==> src/design/pns_pkg.sv <==
// Package for the periodic notification scheduler.
// Holds the entry and control types, operation codes and the key compare.
// Used by pns_cell, pns_out_buf and periodic_notification_scheduler.
package pns_pkg;

    localparam int MAX_CLIENTS_DEF = 64;
    // Registration order is kept in a fixed field wide enough for the
    // largest supported table of 1024 clients.
    localparam int SEQ_W = 10;
    localparam int ID_W = 16;
    localparam int PER_W = 16;
    localparam int DUE_W = 32;
    localparam int KIND_W = 2;

    typedef enum logic [KIND_W-1:0] {
        KIND_LOAD  = 2'd0,
        KIND_STEP  = 2'd1,
        KIND_CLEAR = 2'd2
    } kind_t;

    typedef enum logic [1:0] {
        OP_HOLD,
        OP_INSERT,
        OP_POP_INSERT,
        OP_CLEAR
    } cell_op_t;

    typedef enum logic {
        ST_IDLE,
        ST_INSERT
    } state_t;

    typedef struct packed {
        logic             valid;
        logic [DUE_W-1:0] due;
        logic [ID_W-1:0]  id;
        logic [SEQ_W-1:0] seq;
        logic [PER_W-1:0] per;
    } entry_t;

    typedef struct packed {
        cell_op_t op;
        entry_t   ins;
    } cell_ctrl_t;

    typedef struct packed {
        logic [ID_W-1:0]  id;
        logic [DUE_W-1:0] due;
        logic             empty;
    } result_t;

    // Ordering of the table: earlier due time first, then smaller id, then
    // earlier registration.
    function automatic logic key_less(entry_t a, entry_t b);
        return {a.due, a.id, a.seq} < {b.due, b.id, b.seq};
    endfunction

endpackage

==> src/design/pns_out_buf.sv <==
// Two-entry result buffer (output register plus skid stage).
// Depends on pns_pkg for the result type.
module pns_out_buf (
    input  logic             aclk,
    input  logic             aresetn,
    input  logic             push,
    input  pns_pkg::result_t push_data,
    output logic             full,
    output logic             m_valid,
    input  logic             m_ready,
    output pns_pkg::result_t m_data
);

    logic             out_valid_reg;
    logic             out_valid_next;
    pns_pkg::result_t out_data_reg;
    pns_pkg::result_t out_data_next;
    logic             skid_valid_reg;
    logic             skid_valid_next;
    pns_pkg::result_t skid_data_reg;
    pns_pkg::result_t skid_data_next;
    logic             pop;

    assign pop     = out_valid_reg && m_ready;
    assign full    = skid_valid_reg;
    assign m_valid = out_valid_reg;
    assign m_data  = out_data_reg;

    always_comb begin
        out_valid_next  = out_valid_reg;
        out_data_next   = out_data_reg;
        skid_valid_next = skid_valid_reg;
        skid_data_next  = skid_data_reg;
        if (!out_valid_reg || pop) begin
            if (skid_valid_reg) begin
                out_valid_next  = 1'b1;
                out_data_next   = skid_data_reg;
                skid_valid_next = 1'b0;
            end else begin
                out_valid_next = push;
                out_data_next  = push_data;
            end
        end else if (push) begin
            skid_valid_next = 1'b1;
            skid_data_next  = push_data;
        end
    end

    always_ff @(posedge aclk) begin
        if (!aresetn) begin
            out_valid_reg  <= 1'b0;
            skid_valid_reg <= 1'b0;
        end else begin
            out_valid_reg  <= out_valid_next;
            skid_valid_reg <= skid_valid_next;
        end
        out_data_reg  <= out_data_next;
        skid_data_reg <= skid_data_next;
    end

    a_skid_needs_out: assert property (@(posedge aclk) disable iff (!aresetn)
        skid_valid_reg |-> out_valid_reg)
        else $error("skid stage holds a result while the output register is empty");

    a_no_push_when_full: assert property (@(posedge aclk) disable iff (!aresetn)
        push |-> !skid_valid_reg)
        else $error("result pushed into a full buffer");

    a_stall_holds_skid: assert property (@(posedge aclk) disable iff (!aresetn)
        skid_valid_reg && !m_ready |=> skid_valid_reg)
        else $error("skid entry lost while the output was stalled");

endmodule

==> config.mk <==
export PLATFORM = sky130hd
export DESIGN_NAME = pns_out_buf
export DESIGN_NICKNAME = d
export VERILOG_FILES = /design/src/design/pns_pkg.sv /design/src/design/pns_out_buf.sv
export SDC_FILE = /design/constraint.sdc
export NUM_CORES = 1
export LEC_CHECK = 0
export BUFFER_PORTS_ARGS = -buffer_cell sky130_fd_sc_hd__buf_4
export CAP_MARGIN = 20
export CORE_UTILIZATION = 39
export DETAILED_ROUTE_END_ITERATION = 8
export MAX_ROUTING_LAYER = met4
export PLACE_DENSITY_LB_ADDON = 0.1
export SYNTH_ARGS = -nofsm -noshare
export SYNTH_HDL_FRONTEND = slang
export SYNTH_SLANG_ARGS = --single-unit
export TNS_END_PERCENT = 100
==> constraint.sdc <==
create_clock -name aclk -period 4.9 [get_ports aclk]
set_input_delay 0.98 -clock aclk [delete_from_list [all_inputs] [get_ports aclk]]
set_output_delay 0.98 -clock aclk [all_outputs]
set_load 0.02 [all_outputs]
# Word-level counts from Yosys, hierarchy flattened
# Index checks and enable logic that the tools add are counted.
# Widths: inputs -> output; s select.
[word_totals]
out_inout_bits = 51
reg_bits = 100
wordCells = 17
[classes]
mux = 2
reduce_logical = 5
n_bitwise = 2
[ops]
columns = ["operator", "n"]
rows = [
  ["$mux 49", 1],
  ["$not 1->1", 2],
  ["$reduce_and 2->1", 1],
  ["$reduce_or 2->1", 1],
  ["$logic_and 1x1->1", 1],
  ["$logic_not 1->1", 1],
  ["$logic_or 1x1->1", 1],
  ["$mux 1", 1],
]

# Logic depth before layout (Yosys ltp)
[depth]
depth_word = 4
mapped_depth = 4

# Worst setup path after synthesis
# Ideal clock, no wire load.
[synth_timing]
path_type = "input port to flip-flop"
from = "input port m_ready"
to = "register skid_data_reg[0] (netlist name), enable pin"
setup_slack_ps = 11
stages = 2
path_buffers = 0
t_arrival_ps = 4434
required_time_ps = 4445
cell_sequence = "nand2b_1 -> nor2_1"
[synth_between]
elab_chain_cells = 4
[synth_lines]
columns = ["element", "line", "rtl"]
rows = [
  ["start, declared", "pns_out_buf.sv:10", "input logic m_ready,"],
  ["$logic_and 1x1->1", "pns_out_buf.sv:24", "assign pop = out_valid_reg && m_ready;"],
  ["$logic_or 1x1->1", "pns_out_buf.sv:34", "if (!out_valid_reg || pop) begin"],
  ["$not 1->1 (no line)", "--", ""],
  ["$reduce_and 2->1 (no line)", "--", ""],
  ["end signal, assigned", "pns_out_buf.sv:58", "skid_data_reg <= skid_data_next;"],
  ["end, declared", "pns_out_buf.sv:20", "pns_pkg::result_t skid_data_reg;"],
]
# No other way between the ends.
# A chain may end at the register's enable or synchronous reset.

# Worst setup path after layout
[layout_timing]
from = "register skid_valid_reg, in the netlist full"
to = "output port full"
[layout_lines]
columns = ["element", "line", "rtl"]
rows = [
  ["start, declared", "pns_out_buf.sv:18", "logic skid_valid_reg;"],
  ["start signal, assigned", "pns_out_buf.sv:55", "skid_valid_reg <= skid_valid_next;"],
  ["end, declared", "pns_out_buf.sv:8", "output logic full,"],
]
# No word-level cell between the ends.

==> summary.md <==
| Metric | Value |
|---|---|
| Most used routing layer | `met1` |
| P&R area growth vs syn | `26.61%` |
| Nets | `324` |
| Power Density | `343.1 nW/um^2` |
| Number of H-tree levels | `3` |
| CP arrival | `1.61 ns` |
| Root buffer selected by CTS | `clkbuf_8` |
| Final setup viols | `0` |
| Nature of the critical path startpoint | `flip-flop` |
| Worst EP required | `3.92 ns` |
| Switching Fraction | `21.27%` |
| WL final | `6210 um` |
| Antenna Nets Post-Route | `0` |
| Drt via density | `4.499` |
| Diodes inserted | `0` |
| Pins Over Slew Limit | `0` |
| Non-Filler Instances | `405` |
| Synth cell types | `11` |
| GR Util met2 | `17.52%` |
| Final Util | `52.04%` |
| Syn Area/Cell | `24.04 um^2` |
| Clock Skew | `0.006897 ns` |
| Cells after synthesis | `161` |
| Fillers | `757` |
| Worst path bufs/invs | `1` |
| Initial DRC count | `54` |
| Share of layout cells above drive strength 1 | `61.59%` |
| Met3 Usage GRT | `3.313%` |
| Critical path capture point type | `output pin` |
| Tcrit/Tclk final | `52.85%` |
| Die X | `101.6 um` |
| Multi-input logic area | `782.0 um^2` |
| Total gr overflow | `0` |
| Worst VDD drop | `0.1304 mV` |
| Routed wire length per instance | `15.33 um` |
| Clock sinks | `100` |
| Internal power | `1.324 mW` |
| Clock Latency Late Sink | `0.35 ns` |
| Core area | `9415 um^2` |
| Ys Warns | `0` |
| Sequential cell area | `2987 um^2` |
| # DRC | `0` |
| Vias in the first global route | `1814` |
| Met1 GRT Util | `18.19%` |
| Final TNS setup | `0 ns` |
| Total power | `1.681 mW` |
| Post-synthesis sequential area ratio | `77.08%` |
| Clock Pin Slew Worst Setup and Hold Paths | `0.09 ns` |
| Final GP Congestion | `0.6713` |
| Router iterations before antenna repair | `4` |
| Synthesized area | `3870 um^2` |
| Fmax | `0.3862 GHz` |
| Status | `completed` |
| Minimum clock period | `2.590 ns` |
| Syn Nets | `214` |
| CTS resizes | `0` |
| Max_cap viols | `0` |
| Max Root-Sink Buffers | `2` |
| CTS Hold Bufs | `0` |
| Static leakage | `1.918 nW` |
| Die area | `10330 um^2` |
| CTS buffer count | `9` |
| Via count | `1822` |
| Synth Register Bits | `100` |
| First-pass GRT wire length | `9453 um` |
| GRT Overall Usage | `13.10%` |
| CP Class | `reg2out` |
| Post-CTS setup buffer count | `0` |
| Largest net degree at the start of global routing | `52` |
| Slew margin rel. | `36.19%` |
| Sequential power share | `59.7%` |
| I/O pin count | `104` |
| RSZ-0062 raised after global routing | `no` |
| Switching power | `0.3576 mW` |
| CP peak stage delay | `0.99 ns` |
| Slowest CP cell | `dfxtp_4` |
| CTS tree | `built` |
| IO buf count | `103` |
| Hpwl dp | `3981 um` |
| Hold Path Class | `reg2reg` |
| Clock power frac | `29.4%` |
| Comb pwr share | `10.9%` |
| Rows | `35` |
| Starting Density | `41.10%` |
| Worst-path maximum fanout | `51` |
| Hold Violations, Final | `0` |
| CP Cell Sequence | `buf_4` |
| Actual slew at the worst max-slew pin | `0.9572 ns` |
| Cell family with most CP delay | `flip-flops` |
| Placed insts | `389` |
| Die height | `101.6 um` |
| Initial antenna violation count | `0` |
[path summary, 6_finish.rpt]
| kind | from | to | slack, ns | depth (start not counted) |
|---|---|---|---|---|
| hold reg to reg | skid_data_reg[42]$_DFFE_PP_ | m_data[42]$_DFFE_PP_ | 0.55 | 1 |
| setup / recovery | full$_SDFFE_PP0P_ | full | 2.31 | 1 |
| hold / removal | skid_data_reg[42]$_DFFE_PP_ | m_data[42]$_DFFE_PP_ | 0.55 | 1 |
| setup reg to reg | m_valid$_SDFFE_PN0P_ | skid_data_reg[27]$_DFFE_PP_ | 3.03 | 3 |
[power groups by stage]
stage / Clock, mW / Sequential, mW / Combinational (mW)
after global placement: 0 / 1.02 / 0.185
after CTS: 0.516 / 1.00 / 0.187
final: 0.495 / 1.00 / 0.183
after detailed placement: 0 / 1.02 / 0.187
after floorplan: 0 / 1.06 / 0.0552
after global routing: 0.550 / 1.01 / 0.195
[synth_stat cells]
library cell  number  area, um^2
buf_6              1       11.26
mux2_4            49       735.7
nor2_2             1       6.260
inv_1              1       3.750
nor2_1             1       3.750
buf_12             5       100.1
nor3b_2            1       12.51
dfxtp_1            2       40.04
nand2b_1           1       6.260
a21boi_0           1       7.510
edfxtp_1          98        2943
[placed cells by master, fill, tap and decap left out, types with 5 or more instances in the layout]
cell type	n
buf_4	105
edfxtp_1	98
mux2_4	49
clkbuf_8	9
clkbuf_1	5
[routing by layer]
metal  wire [um]  vias to the layer above
li1            -                      852
met1        2917                      886
met2        2782                       73
met3         389                       11
met4         121                        0
met5           0                        -
[metrics by stage]
stage | hold slack, ns | setup slack [ns] | instance area (um^2)
after global placement | 0.5297 | 2.109 | 4722
final | 0.5457 | 2.310 | 4900
after global routing | 0.5557 | 2.180 | 4900
after detailed placement | 0.5338 | 2.101 | 4722
after CTS | 0.5458 | 2.235 | 4900
after floorplan | 0.5268 | 0.01117 | 3870
[final cells by class]
type | count | area share [%]
clock buffers | 14 | 2.911
clock inverters | 2 | 0.7150
inverters | 1 | 0.07661
multi-input cells | 54 | 15.96
flip-flops and latches | 100 | 60.95
well taps | 129 | 3.294
repair buffers | 105 | 16.09
[kinds of logic (layout without fill, tap and decap cells)]
group                  count (synthesis)  count (layout)  synth area share [%]
AND/OR/NAND/NOR                        4               4                0.7437
flip-flops                           100             100                 77.08
multiplexers                          49              49                 19.01
AO/OA/AOI/OAI                          1               1                0.1941
buffers and inverters                  7             122                 2.974
(Power assumes the default switching activity.)
