### config.mk
export PLATFORM = sky130hd
export DESIGN_NAME = pns_cell
export DESIGN_NICKNAME = d
export VERILOG_FILES = /design/src/design/pns_pkg.sv /design/src/design/pns_cell.sv
export SDC_FILE = /design/constraint.sdc
export NUM_CORES = 1
export LEC_CHECK = 0
export BUFFER_PORTS_ARGS = -buffer_cell sky130_fd_sc_hd__buf_4
export CORE_MARGIN = 5
export CORE_UTILIZATION = 41
export CTS_BUF_LIST = sky130_fd_sc_hd__clkbuf_8
export DETAILED_ROUTE_END_ITERATION = 16
export MAX_ROUTING_LAYER = met4
export PLACE_DENSITY = 0.8
export SLEW_MARGIN = 20
export SYNTH_ARGS = -nofsm -noshare
export SYNTH_HDL_FRONTEND = slang
export SYNTH_SLANG_ARGS = --single-unit
### constraint.sdc
create_clock -name aclk -period 5.6 [get_ports aclk]
set_input_delay 0.56 -clock aclk [delete_from_list [all_inputs] [get_ports aclk]]
set_output_delay 0.56 -clock aclk [all_outputs]
set_load 0.01 [all_outputs]
### src/design/pns_pkg.sv
// Package for the periodic notification scheduler.
// Holds the entry and control types, operation codes and the key compare.
// Used by pns_cell, pns_out_buf and periodic_notification_scheduler.
package pns_pkg;

    localparam int MAX_CLIENTS_DEF = 64;
    // Registration order is kept in a fixed field wide enough for the
    // largest supported table of 1024 clients.
    localparam int SEQ_W = 10;
    localparam int ID_W = 16;
    localparam int PER_W = 16;
    localparam int DUE_W = 32;
    localparam int KIND_W = 2;

    typedef enum logic [KIND_W-1:0] {
        KIND_LOAD  = 2'd0,
        KIND_STEP  = 2'd1,
        KIND_CLEAR = 2'd2
    } kind_t;

    typedef enum logic [1:0] {
        OP_HOLD,
        OP_INSERT,
        OP_POP_INSERT,
        OP_CLEAR
    } cell_op_t;

    typedef enum logic {
        ST_IDLE,
        ST_INSERT
    } state_t;

    typedef struct packed {
        logic             valid;
        logic [DUE_W-1:0] due;
        logic [ID_W-1:0]  id;
        logic [SEQ_W-1:0] seq;
        logic [PER_W-1:0] per;
    } entry_t;

    typedef struct packed {
        cell_op_t op;
        entry_t   ins;
    } cell_ctrl_t;

    typedef struct packed {
        logic [ID_W-1:0]  id;
        logic [DUE_W-1:0] due;
        logic             empty;
    } result_t;

    // Ordering of the table: earlier due time first, then smaller id, then
    // earlier registration.
    function automatic logic key_less(entry_t a, entry_t b);
        return {a.due, a.id, a.seq} < {b.due, b.id, b.seq};
    endfunction

endpackage

### src/design/pns_cell.sv
// One cell of the sorted entry chain of the notification scheduler.
// Depends on pns_pkg for the entry and control types.
module pns_cell (
    input  logic               aclk,
    input  logic               aresetn,
    input  pns_pkg::cell_ctrl_t ctrl,
    input  logic               head,
    input  pns_pkg::entry_t    left_q,
    input  logic               left_lt,
    input  pns_pkg::entry_t    right_q,
    input  logic               right_lt,
    output pns_pkg::entry_t    q,
    output logic               lt
);

    pns_pkg::entry_t entry_reg;
    pns_pkg::entry_t entry_next;

    // This entry sorts ahead of the entry being inserted.
    assign lt = entry_reg.valid && pns_pkg::key_less(entry_reg, ctrl.ins);
    assign q  = entry_reg;

    always_comb begin
        entry_next = entry_reg;
        case (ctrl.op)
            pns_pkg::OP_INSERT: begin
                if (lt) begin
                    entry_next = entry_reg;
                end else if (left_lt) begin
                    entry_next = ctrl.ins;
                end else begin
                    entry_next = left_q;
                end
            end
            pns_pkg::OP_POP_INSERT: begin
                // The head leaves; everything ahead of the new entry moves
                // one place toward the head.
                if (right_lt) begin
                    entry_next = right_q;
                end else if (head || lt) begin
                    entry_next = ctrl.ins;
                end else begin
                    entry_next = entry_reg;
                end
            end
            pns_pkg::OP_CLEAR: begin
                entry_next.valid = 1'b0;
            end
            default: begin
                entry_next = entry_reg;
            end
        endcase
    end

    always_ff @(posedge aclk) begin
        if (!aresetn) begin
            entry_reg.valid <= 1'b0;
        end else begin
            entry_reg.valid <= entry_next.valid;
        end
        entry_reg.due <= entry_next.due;
        entry_reg.id  <= entry_next.id;
        entry_reg.seq <= entry_next.seq;
        entry_reg.per <= entry_next.per;
    end

endmodule

; ---- Yosys cells after proc, flatten, opt, wreduce, memory -nomap -nowiden
; Cells that the tools add are included.
[totals]
regBits = 75
wordCells = 23
[classes]
n_lt_le_gt_ge = 1
eq_ne = 5
n_mux = 6
n_reduce_logical = 6
[ops]
columns = cell, count
row1 = $mux W75, 4
row2 = $pmux W74 S2, 1
row3 = $lt A58 B58 Y1, 1
row4 = $reduce_and A3 Y1, 2
row5 = $eq A2 B2 Y1 const B, 2
row6 = $ne A3 B3 Y1 const B, 1
row7 = $pmux W1 S3, 1
row8 = $reduce_bool A3 Y1, 1
row9 = $eq A2 B1 Y1 const B, 1
row10 = $ne A2 B2 Y1 const B, 1
row11 = $reduce_bool A2 Y1, 1
row12 = $logic_and A1 B1 Y1, 1
row13 = $logic_or A1 B1 Y1, 1

; ---- Logic depth before layout (Yosys ltp)
; Gate-level depths: netlist of the first run.
[logic_depth]
ltp_word = 6
mapped_depth = 9
mapped_depth_nobuf = 9

; ---- Worst setup path before layout of the first run
; OpenSTA, ideal clock, no wires.
[synth_timing]
path_type = input to register
startpoint = in ctrl[64] in the netlist's numbering
endpoint = reg entry_reg (netlist bit q[0]), enable pin
t_arrival_ps = 5526
slack_ps = -452
cell_stages = 9
path_cell_list = inv_1 -> ha_1 -> nand4_2 -> nor4_2 -> nand4_1 -> a21o_1 -> a31oi_1 -> nor2_1 -> o2bb2ai_1
[synth_via]
elab_chain_len = 5
word_cells_on_any_way = 6
cone_classes = order compare: 1 / eq/ne: 2 / reduce/logical: 3
[synth_lines]
columns = element, line
row1 = start: declaration, pns_cell.sv:6  ; input pns_pkg::cell_ctrl_t ctrl,
row2 = $lt A58 B58 Y1 *, pns_pkg.sv:55  ; return {a.due, a.id, a.seq} < {b.due, b.id, b.seq};
row3 = $logic_and A1 B1 Y1 *, pns_cell.sv:20  ; assign lt = entry_reg.valid && pns_pkg::key_less(entry_reg, ctrl.ins);
row4 = net lt, pns_cell.sv:13  ; output logic lt
row5 = $logic_or A1 B1 Y1, pns_cell.sv:40  ; end else if (head || lt) begin
row6 = $ne A3 B3 Y1 (no source line), n/a
row7 = $reduce_and A3 Y1 (no source line) *, n/a
row8 = end: declaration, pns_cell.sv:16  ; pns_pkg::entry_t entry_reg;
; Mark *: on every way through the listed nets, which the timed path passes. The rest lies on a longest branch.
; A chain may end at the register's enable or synchronous reset.

; ---- Worst setup path in the final report of the first run
[layout_timing]
startpoint = reg entry_reg (netlist bit q[64])
endpoint = reg entry_reg (netlist bit q[66]), enable pin
[layout_via]
elab_chain_len = 5
word_cells_on_any_way = 6
cone_classes = order compare: 1 / eq/ne: 2 / reduce/logical: 3
[layout_lines]
columns = element, line
row1 = $lt A58 B58 Y1 *, pns_pkg.sv:55
row2 = $logic_and A1 B1 Y1 *, pns_cell.sv:20
row3 = $logic_or A1 B1 Y1, pns_cell.sv:40
row4 = $ne A3 B3 Y1 (no source line), n/a
row5 = $reduce_and A3 Y1 (no source line) *, n/a
; Mark *: on every way between the ends. The rest lies on a longest branch, timed or not.

==> impl_metrics.py, run 1 <==
metrics = {
    "critical_path": {
        "crit_family": "compound AO/OA/AOI/OAI gates",
        "crit_path_start_kind": "flop",
        "cp.required_ns": 5.59,
        "r2r_setup_slack_ns": 1.72,
        "critical_path_class": "reg2reg",
        "cp-end-kind": "flop",
        "crit_chain": "ha_1 > nand4_2 > nor4_2 > nand4_1 > a21o_1 > a31oi_1 > nor2_1 > o2bb2ai_4 > buf_4",
        "cpMaxStageDelayCell": "o2bb2ai_4",
        "worstRegToRegCells": 9,
        "max_stage_delay_ns": 0.82,
        "reg2reg_to": "q[66]$_DFFE_PP_",
        "worstPathMaxFanout": 41,
        "crit_arrival_ns": 3.87,
        "path_buf_inv": 1,
        "rr_startpoint": "q[64]$_DFFE_PP_",
    },
    "final_layout": {
        "final_layout_size_suffix_gt1_share_pct": 42.35,
        "antennaDiodeCount": 0,
        "largest_register_ff_count": 75,
        "area_growth_pct": 53.53,
        "final_cell_mix": "311 x buf_4, 138 x inv_1, 74 x edfxtp_1",
        "stdcell_count": 938,
        "layout_commonest_cell": "buf_4",
        "fin_nets": 1075,
    },
    "sta": {
        "worstMarginPinSlew_ns": 1.059,
        "timing.hold.ws_ns": 0.4856,
        "max-slew-margin-rel_pct": 29.32,
        "fmax_mhz": 257.7,
        "drv_slew": 0,
        "rsz0062_at_grt": "false",
        "skew_ns": 0.008775,
        "finalSetupViolCount": 0,
        "finalSetupTns_ns": 0,
        "finalHoldViolCount": 0,
        "final.period_utilization_pct": 69.30,
        "fin_ws_ns": 1.719,
        "period_needed_ns": 3.881,
    },
    "cts": {
        "htree_levels": 3,
        "clock_path_buffers": 2,
        "clkSlewWorstSetupHoldPaths_ns": 0.08,
        "cts_sinks": 75,
        "cts_hold_buf": 0,
        "cts_resized": 0,
        "post_cts_buffers": 0,
        "clock_latency_ns": 0.35,
        "cts_buffers": 9,
        "cts_tree": "built",
        "root_buffer": "clkbuf_8",
    },
    "place": {
        "io_buffers": 307,
        "pre_cts_ws_ns": 1.362,
        "placedCellCount": 921,
        "gp_congestion": 0.8044,
        "dp_hpwl_um": 14000,
    },
    "synthesis": {
        "synthCells": 486,
        "synth_area_per_cell_um2": 10.36,
        "synth_seq_cells": 75,
        "syn_nets": 775,
        "synth_area_um2": 5037,
        "yosysWarnings": 0,
        "ys_types": 44,
        "ys_seq_area_share_pct": 44.51,
    },
    "drt": {
        "wl_um": 17420,
        "drt-wirelength-per-cell_um": 18.57,
        "drc": 0,
        "first_pass_iters": 9,
        "viasPerCell": 5.564,
        "drt_iter0_drc": 556,
        "detail-route-antenna-nets": 0,
        "vias": 5219,
    },
    "global_route": {
        "grt_overflow": 0,
        "track_usage_pct": 23.38,
        "grt_max_degree": 75,
        "grt_pass1_wl_um": 26500,
        "grt_pass1_vias": 5498,
        "antenna_found_initial": 0,
    },
    "floorplanning": {
        "start_util_pct": 41.94,
        "die_w_um": 120.8,
        "core_area_um2": 12010,
        "io_pins": 308,
        "placementRows": 40,
        "die-area_um2": 14600,
        "die_h_um": 120.8,
    },
    "job": {
        "maxCapViolations": 0,
    },
    "power_and_ir_drop": {
        "power_mw": 1.680,
        "ir_drop_uv": 119.9,
        "power_density_nw_per_um2": 217.2,
        "leakage_nw": 3.974,
    },
    "run_status": {
        "status": "finished, final reports clean",
    },
    "worst_hold_path": {
        "min_to": "q[5]$_DFFE_PP_",
        "hp-start": "right_q[5]",
        "min_path_type": "in2reg",
        "min_path_cells": 3,
    },
}
## worst max path at each step
stage	to	from	depth (start not counted)
after CTS	q[73]$_DFFE_PP_	q[64]$_DFFE_PP_	9
after global placement	q[69]$_DFFE_PP_	ctrl[64]	11
final	q[66]$_DFFE_PP_	q[64]$_DFFE_PP_	9
after detailed placement	q[69]$_DFFE_PP_	ctrl[64]	11
after global routing	q[18]$_DFFE_PP_	q[61]$_DFFE_PP_	9
after floorplan	q[0]$_DFFE_PP_	ctrl[64]	9
## layer usage
| metal | GRT usage (%) | wire (um) | vias up |
|---|---|---|---|
| li1 | - | - | 2469 |
| met1 | 25.34 | 6308 | 2425 |
| met2 | 42.17 | 9004 | 284 |
| met3 | 5.145 | 1629 | 41 |
| met4 | 8.003 | 475 | 0 |
| met5 | - | 0 | - |
## per-stage QoR
stage	utilization [%]	area, um^2
after CTS	64.26	7719
final	64.39	7734
after global routing	64.39	7734
after floorplan	-	5044
after detailed placement	62.52	7510
after global placement	62.52	7510
## cells by family after synthesis
group	synth area share (%)
simple gates	6.259
fa+ha+maj	14.16
buf+inv	11.85
flops	44.51
compound gates	22.43
mux	0.7949
## cell usage after synthesis
cell type  number  area [um^2]
and4_2          2        20.02
a21oi_1        20        100.1
nand4_1         9        56.30
a221o_1         3        30.03
a211oi_1        2        15.01
edfxtp_1       74         2222
a2111oi_0       1        8.760
and2_1          3        18.77
nand2b_1        2        12.51
nor4_2          1        12.51
or2_1           1        6.260
a31o_2          1        8.760
a31oi_1         1        6.260
ha_1           57        713.2
a311oi_1        1        8.760
nand2_1        15        56.30
o21ai_1         1        5.000
o31a_1          1        8.760
inv_1         136        510.5
a41oi_1         1        8.760
o2bb2ai_1       1        8.760
dfxtp_1         1        20.02
nor2b_1         1        6.260
a211o_1         2        17.52
o21ai_0        12        60.06
o21bai_1        1        7.510
or3_1           1        6.260
a21boi_0        1        7.510
o311ai_1        1        8.760
nor2_1          7        26.28
a222oi_1       73        730.7
o211a_1         1        10.01
and2_4          1        8.760
buf_1           6        22.52
a221oi_1        3        26.28
a22oi_1         1        7.510
nand3_1         6        30.03
clkbuf_1       17        63.81
nor3_1          5        25.02
a21o_1          5        37.54
o21a_1          1        7.510
and4_1          2        17.52
nand4_2         1        12.51
mux2i_1         4        40.04
## power breakdown
group          leakage [nW]  internal (mW)  switching, mW
registers             0.726          0.690         0.0282
clock network         0.113          0.246          0.202
logic                  3.14          0.270          0.243
## worst register-to-register path, delay by kind of cell, from the launching register on
kind                     cells  cell delay [ns]
flip-flops                   1             0.41
AND/OR/NAND/NOR              4             0.91
AO/OA/AOI/OAI                3             1.23
buffers and inverters        1             0.60
adder cells (fa/ha/maj)      1             0.35
## layout make-up
cell class	instances	area (um^2)
multi-input combinational	252	2238
clock buffer	9	123.9
inverter	136	510.5
fill	962	4278
sequential	75	2242
timing repair buffer	312	2350
clock inverter	7	85.08
tap	147	183.9
(Power assumes the default switching activity.)
==> run 2: changes to the inputs <==
- CORE_AREA: not set -> 5 5 115 117
- CORE_MARGIN: 5 -> not set
- CORE_UTILIZATION: 41 -> not set
- DIE_AREA: not set -> 0 0 120 122
- PLACE_DENSITY: 0.8 -> 0.78
- clock period: 5.6 -> 3.7 ns (I/O delays scaled with it)
==> run 2 against run 1 <==
Non-clock buffer count up 1. Global-route usage decreased by 0.24 points. Setup slack worse by 1.2 ns. Core utilization down 1.2 points. Cell count up 0.43%. Sequential cell count stayed put.
==> impl_metrics.py, run 2 (synthesis results as in run 1) <==
metrics = {
    "run_status": {
        "status": "finished, final reports clean",
    },
    "final_layout": {
        "area_growth_pct": 53.83,
        "layout_commonest_cell": "buf_4",
        "fin_nets": 1076,
        "final_layout_size_suffix_gt1_share_pct": 42.30,
        "largest_register_ff_count": 75,
        "final_util_pct": 63.20,
        "final_cell_mix": "310 x buf_4, 137 x inv_1, 74 x edfxtp_1",
        "antennaDiodeCount": 0,
    },
    "cts": {
        "clkSlewWorstSetupHoldPaths_ns": 0.09,
        "post_cts_buffers": 0,
        "cts_hold_buf": 0,
        "root_buffer": "clkbuf_8",
        "cts_buffers": 9,
        "clock_latency_ns": 0.34,
        "cts_resized": 0,
        "clock_path_buffers": 2,
        "cts_sinks": 75,
        "htree_levels": 3,
        "cts_tree": "built",
    },
    "critical_path": {
        "cp.required_ns": 3.70,
        "worstRegToRegCells": 8,
        "r2r_setup_slack_ns": 0.55,
        "worstPathMaxFanout": 74,
        "crit_arrival_ns": 3.15,
        "crit_chain": "ha_1 > and2_4 > a221o_1 > a221o_1 > or2_1 > o21ai_0 > o2bb2ai_4 > buf_12",
        "max_stage_delay_ns": 0.43,
        "cp-end-kind": "flop",
        "crit_path_start_kind": "flop",
        "cpMaxStageDelayCell": "a221o_1",
        "path_common_cell": "a221o_1",
        "rr_startpoint": "q[69]$_DFFE_PP_",
        "reg2reg_to": "q[43]$_DFFE_PP_",
        "critical_path_class": "reg2reg",
    },
    "place": {
        "io_buffers": 307,
        "pre_cts_ws_ns": 0.4603,
        "dp_hpwl_um": 14090,
        "gp_congestion": 0.8666,
    },
    "sta": {
        "finalSetupViolCount": 0,
        "finalSetupTns_ns": 0,
        "rsz0062_at_grt": "false",
        "max-slew-margin-rel_pct": 27.47,
        "timing.hold.ws_ns": 0.3015,
        "period_needed_ns": 3.151,
        "final.period_utilization_pct": 85.16,
        "drv_slew": 0,
        "finalHoldViolCount": 0,
        "fin_ws_ns": 0.5489,
        "skew_ns": 0.01093,
        "fmax_mhz": 317.4,
        "worstMarginPinSlew_ns": 1.085,
    },
    "floorplanning": {
        "core_area_um2": 12260,
        "io_pins": 308,
        "start_util_pct": 41.09,
        "die_w_um": 120,
        "die-area_um2": 14640,
        "placementRows": 41,
        "die_h_um": 122,
    },
    "global_route": {
        "grt_max_degree": 75,
        "grt_pass1_wl_um": 26160,
        "grt_overflow": 0,
        "track_usage_pct": 23.14,
        "antenna_found_initial": 0,
        "grt_pass1_vias": 5265,
    },
    "worst_hold_path": {
        "min_to": "q[20]$_DFFE_PP_",
        "min_path_cells": 3,
        "hp-start": "right_q[20]",
        "min_path_type": "in2reg",
    },
    "drt": {
        "drt_iter0_drc": 571,
        "drc": 0,
        "drt-wirelength-per-cell_um": 18.62,
        "viasPerCell": 5.675,
        "first_pass_iters": 8,
        "vias": 5346,
        "wl_um": 17540,
        "detail-route-antenna-nets": 0,
    },
    "power_and_ir_drop": {
        "power.internal_mw": 1.764,
        "p_switching_mw": 0.7211,
        "switching_share_pct": 29.02,
        "leakage_nw": 3.973,
        "ir_drop_uv": 208.4,
        "power_mw": 2.485,
        "power_density_nw_per_um2": 320.6,
        "p_seq_share_pct": 43.7,
        "power.share.clock_pct": 24.7,
        "power_frac_comb_pct": 31.5,
    },
    "job": {
        "maxCapViolations": 0,
    },
}
-- run 2: cell types whose count changed in the layout (fill, tap and decap cells not counted), sizes merged --
cell,delta
bufinv,-1
buf,+1
clkinv,+1
-- run 2: power groups by stage --
stage	combinational [mW]	sequential (mW)	clock, mW
final	0.784	1.09	0.614
after detailed placement	0.784	1.11	0
after global routing	0.854	1.10	0.669
after CTS	0.787	1.09	0.630
after floorplan	0.308	1.14	0
after global placement	0.758	1.10	0
-- run 2: cell type report --
type	instances	area, um^2
clock buffer	9	123.9
tap	150	187.7
timing repair buffer	313	2387
inverter	136	510.5
multi-input combinational	252	2238
fill	1017	4512
sequential	75	2242
clock inverter	7	58.81
-- run 2: stage by stage --
stage / area [um^2] / std cells
after floorplan: 5056 / 486
after global placement: 7566 / 926
after detailed placement: 7566 / 926
after CTS: 7749 / 942
after global routing: 7749 / 942
final: 7749 / 942
-- run 2: routing by layer --
metal | part of all wire (%) | routed length, um | GRT usage [%] | up-vias
met5 | 0 | 0 | - | -
met4 | 1.8 | 323 | 6.943 | 0
met3 | 9.4 | 1647 | 5.571 | 23
met2 | 52 | 9138 | 40.53 | 307
met1 | 37 | 6428 | 26.36 | 2538
li1 | - | - | - | 2478
-- run 2: critical path, delay by kind of cell, from the launching register on --
family                   cells  cell delay, ns
AO/OA/AOI/OAI                4            1.22
AND/OR/NAND/NOR              2            0.44
buffers and inverters        1            0.35
adder cells (fa/ha/maj)      1            0.31
flip-flops                   1            0.41
-- run 2: worst max-delay path by stage --
stage,from,end,slack (ns),cells past startpoint
after floorplan,q[64]$_DFFE_PP_,q[0]$_DFFE_PP_,0.27,8
after global placement,ctrl[64],q[33]$_DFFE_PP_,0.46,11
after detailed placement,ctrl[64],q[28]$_DFFE_PP_,0.46,11
after CTS,q[64]$_DFFE_PP_,lt,0.51,8
after global routing,q[64]$_DFFE_PP_,q[41]$_DFFE_PP_,0.34,9
final,q[69]$_DFFE_PP_,q[43]$_DFFE_PP_,0.55,8
==> run 3: changes to the inputs <==
- SKIP_CTS_REPAIR_TIMING: not set -> 1
- clock period: 3.7 -> 3.25 ns (I/O delays scaled with it)
==> run 3 against run 2 <==
Total power rose by 18%. Via count is 1.9% lower. Register-to-register slack got worse by 0.32 ns. Global-route usage is 0.16 points higher. Largest power group unchanged. Highest routed layer unchanged.
==> impl_metrics.py, run 3 (synthesis results as in run 1) <==
metrics = {
    "run_status": {
        "status": "finished, final reports clean",
    },
    "critical_path": {
        "cp.required_ns": 3.29,
        "cp-end-kind": "flop",
        "critical_path_class": "reg2reg",
        "worstPathMaxFanout": 40,
        "crit_path_start_kind": "flop",
        "crit_arrival_ns": 3.06,
    },
    "power_and_ir_drop": {
        "switching_share_pct": 28.48,
        "power_mw": 2.929,
        "p_seq_share_pct": 42.2,
        "power_density_nw_per_um2": 373.2,
        "ir_drop_uv": 172.5,
        "leakage_nw": 3.996,
        "power_frac_comb_pct": 30.7,
        "p_switching_mw": 0.8340,
        "power.share.clock_pct": 27.1,
        "power.internal_mw": 2.095,
    },
    "final_layout": {
        "final_util_pct": 64.01,
        "fin_nets": 1076,
        "final_cell_mix": "310 x buf_4, 136 x inv_1, 74 x edfxtp_1",
        "area_growth_pct": 55.79,
        "nFillCells": 987,
        "stdcell_count": 942,
        "final_layout_size_suffix_gt1_share_pct": 43.18,
        "final_area_um2": 7848,
        "antennaDiodeCount": 0,
        "seqCellArea_um2": 2242,
        "multi_input_area_um2": 2303,
        "layout_commonest_cell": "buf_4",
        "largest_register_ff_count": 75,
    },
    "worst_hold_path": {
        "min_path_type": "in2reg",
    },
    "place": {
        "placedCellCount": 926,
        "gp_congestion": 0.8553,
        "dpl_cell_area_um2": 7631,
        "io_buffers": 307,
        "pre_cts_ws_ns": 0.1708,
        "dp_hpwl_um": 13970,
    },
    "sta": {
        "timing.hold.ws_ns": 0.2510,
        "finalSetupTns_ns": 0,
        "fin_ws_ns": 0.2259,
        "finalHoldViolCount": 0,
        "final.period_utilization_pct": 93.05,
        "drv_slew": 0,
        "max-slew-margin-rel_pct": 47.99,
        "fmax_mhz": 330.7,
        "skew_ns": 0.006688,
        "period_needed_ns": 3.024,
        "worstMarginPinSlew_ns": 0.7801,
        "rsz0062_at_grt": "false",
        "finalSetupViolCount": 0,
    },
    "drt": {
        "viasPerCell": 5.568,
        "wl_um": 17400,
        "drt-wirelength-per-cell_um": 18.47,
        "vias": 5245,
        "drc": 0,
        "drt_iter0_drc": 548,
        "detail-route-antenna-nets": 0,
        "first_pass_iters": 10,
    },
    "cts": {
        "cts_tree": "built",
        "cts_buffers": 9,
        "clkSlewWorstSetupHoldPaths_ns": 0.08,
        "clock_path_buffers": 2,
        "clock_latency_ns": 0.35,
        "root_buffer": "clkbuf_8",
        "htree_levels": 3,
        "cts_sinks": 75,
    },
    "job": {
        "maxCapViolations": 0,
    },
    "floorplanning": {
        "core_area_um2": 12260,
        "start_util_pct": 41.09,
        "die_h_um": 122,
        "die-area_um2": 14640,
        "placementRows": 41,
        "io_pins": 308,
        "die_w_um": 120,
    },
    "global_route": {
        "antenna_found_initial": 0,
        "grt_pass1_vias": 5470,
        "track_usage_pct": 23.30,
        "grt_pass1_wl_um": 26450,
        "grt_overflow": 0,
        "grtUsageMet2_pct": 41.94,
        "grtUsageMet1_pct": 25.80,
        "grt_max_degree": 75,
        "grt_busiest_layer": "met2",
        "grt_util_met3_pct": 4.318,
    },
}
run 3: cell types whose count changed in the layout (fill, tap and decap cells not counted), moves of 2 or more:
cell and delta:
clkinv_1 -2, clkinvlp_4 +2, ha_1 -2, ha_4 +2
run 3: path summary, 6_finish.rpt:
path	depth (start not counted)	startpoint	slack (ns)	end
worst max register to register	8	q[69]$_DFFE_PP_	0.23	q[31]$_DFFE_PP_
worst min-delay path	3	right_q[39]	0.25	q[39]$_DFFE_PP_
worst min register to register	3	q[74]$_SDFFE_PN0P_	0.75	q[74]$_SDFFE_PN0P_
worst max-delay path	8	q[69]$_DFFE_PP_	0.23	q[31]$_DFFE_PP_
run 3: worst max-delay path: stages (launching register included):
cell	delay (ns)
edfxtp_1	0.40
ha_1	0.30
and2_4	0.17
a221o_1	0.32
a221o_1	0.44
or2_1	0.30
o21ai_0	0.30
o2bb2ai_4	0.18
buf_12	0.25
run 3: layout make-up:
cell class | count | area share, %
repair buffers | 313 | 30.42
multi-input cells | 252 | 29.35
flip-flops and latches | 75 | 28.57
inverters | 136 | 6.505
well taps | 150 | 2.392
clock buffers | 9 | 1.578
clock inverters | 7 | 1.180
run 3: per-layer routing:
| layer | routed length, um | up-vias |
|---|---|---|
| met5 | 0 | - |
| met4 | 457 | 0 |
| met3 | 1441 | 35 |
| met2 | 9151 | 274 |
| met1 | 6347 | 2456 |
| li1 | - | 2480 |
run 3: power by group through the flow:
stage	clock [mW]	sequential, mW	combinational (mW)
finish	0.794	1.24	0.899
global route	0.857	1.25	0.985
CTS	0.817	1.24	0.903
detailed placement	0	1.26	0.900
global placement	0	1.25	0.870
floorplan	0	1.30	0.357
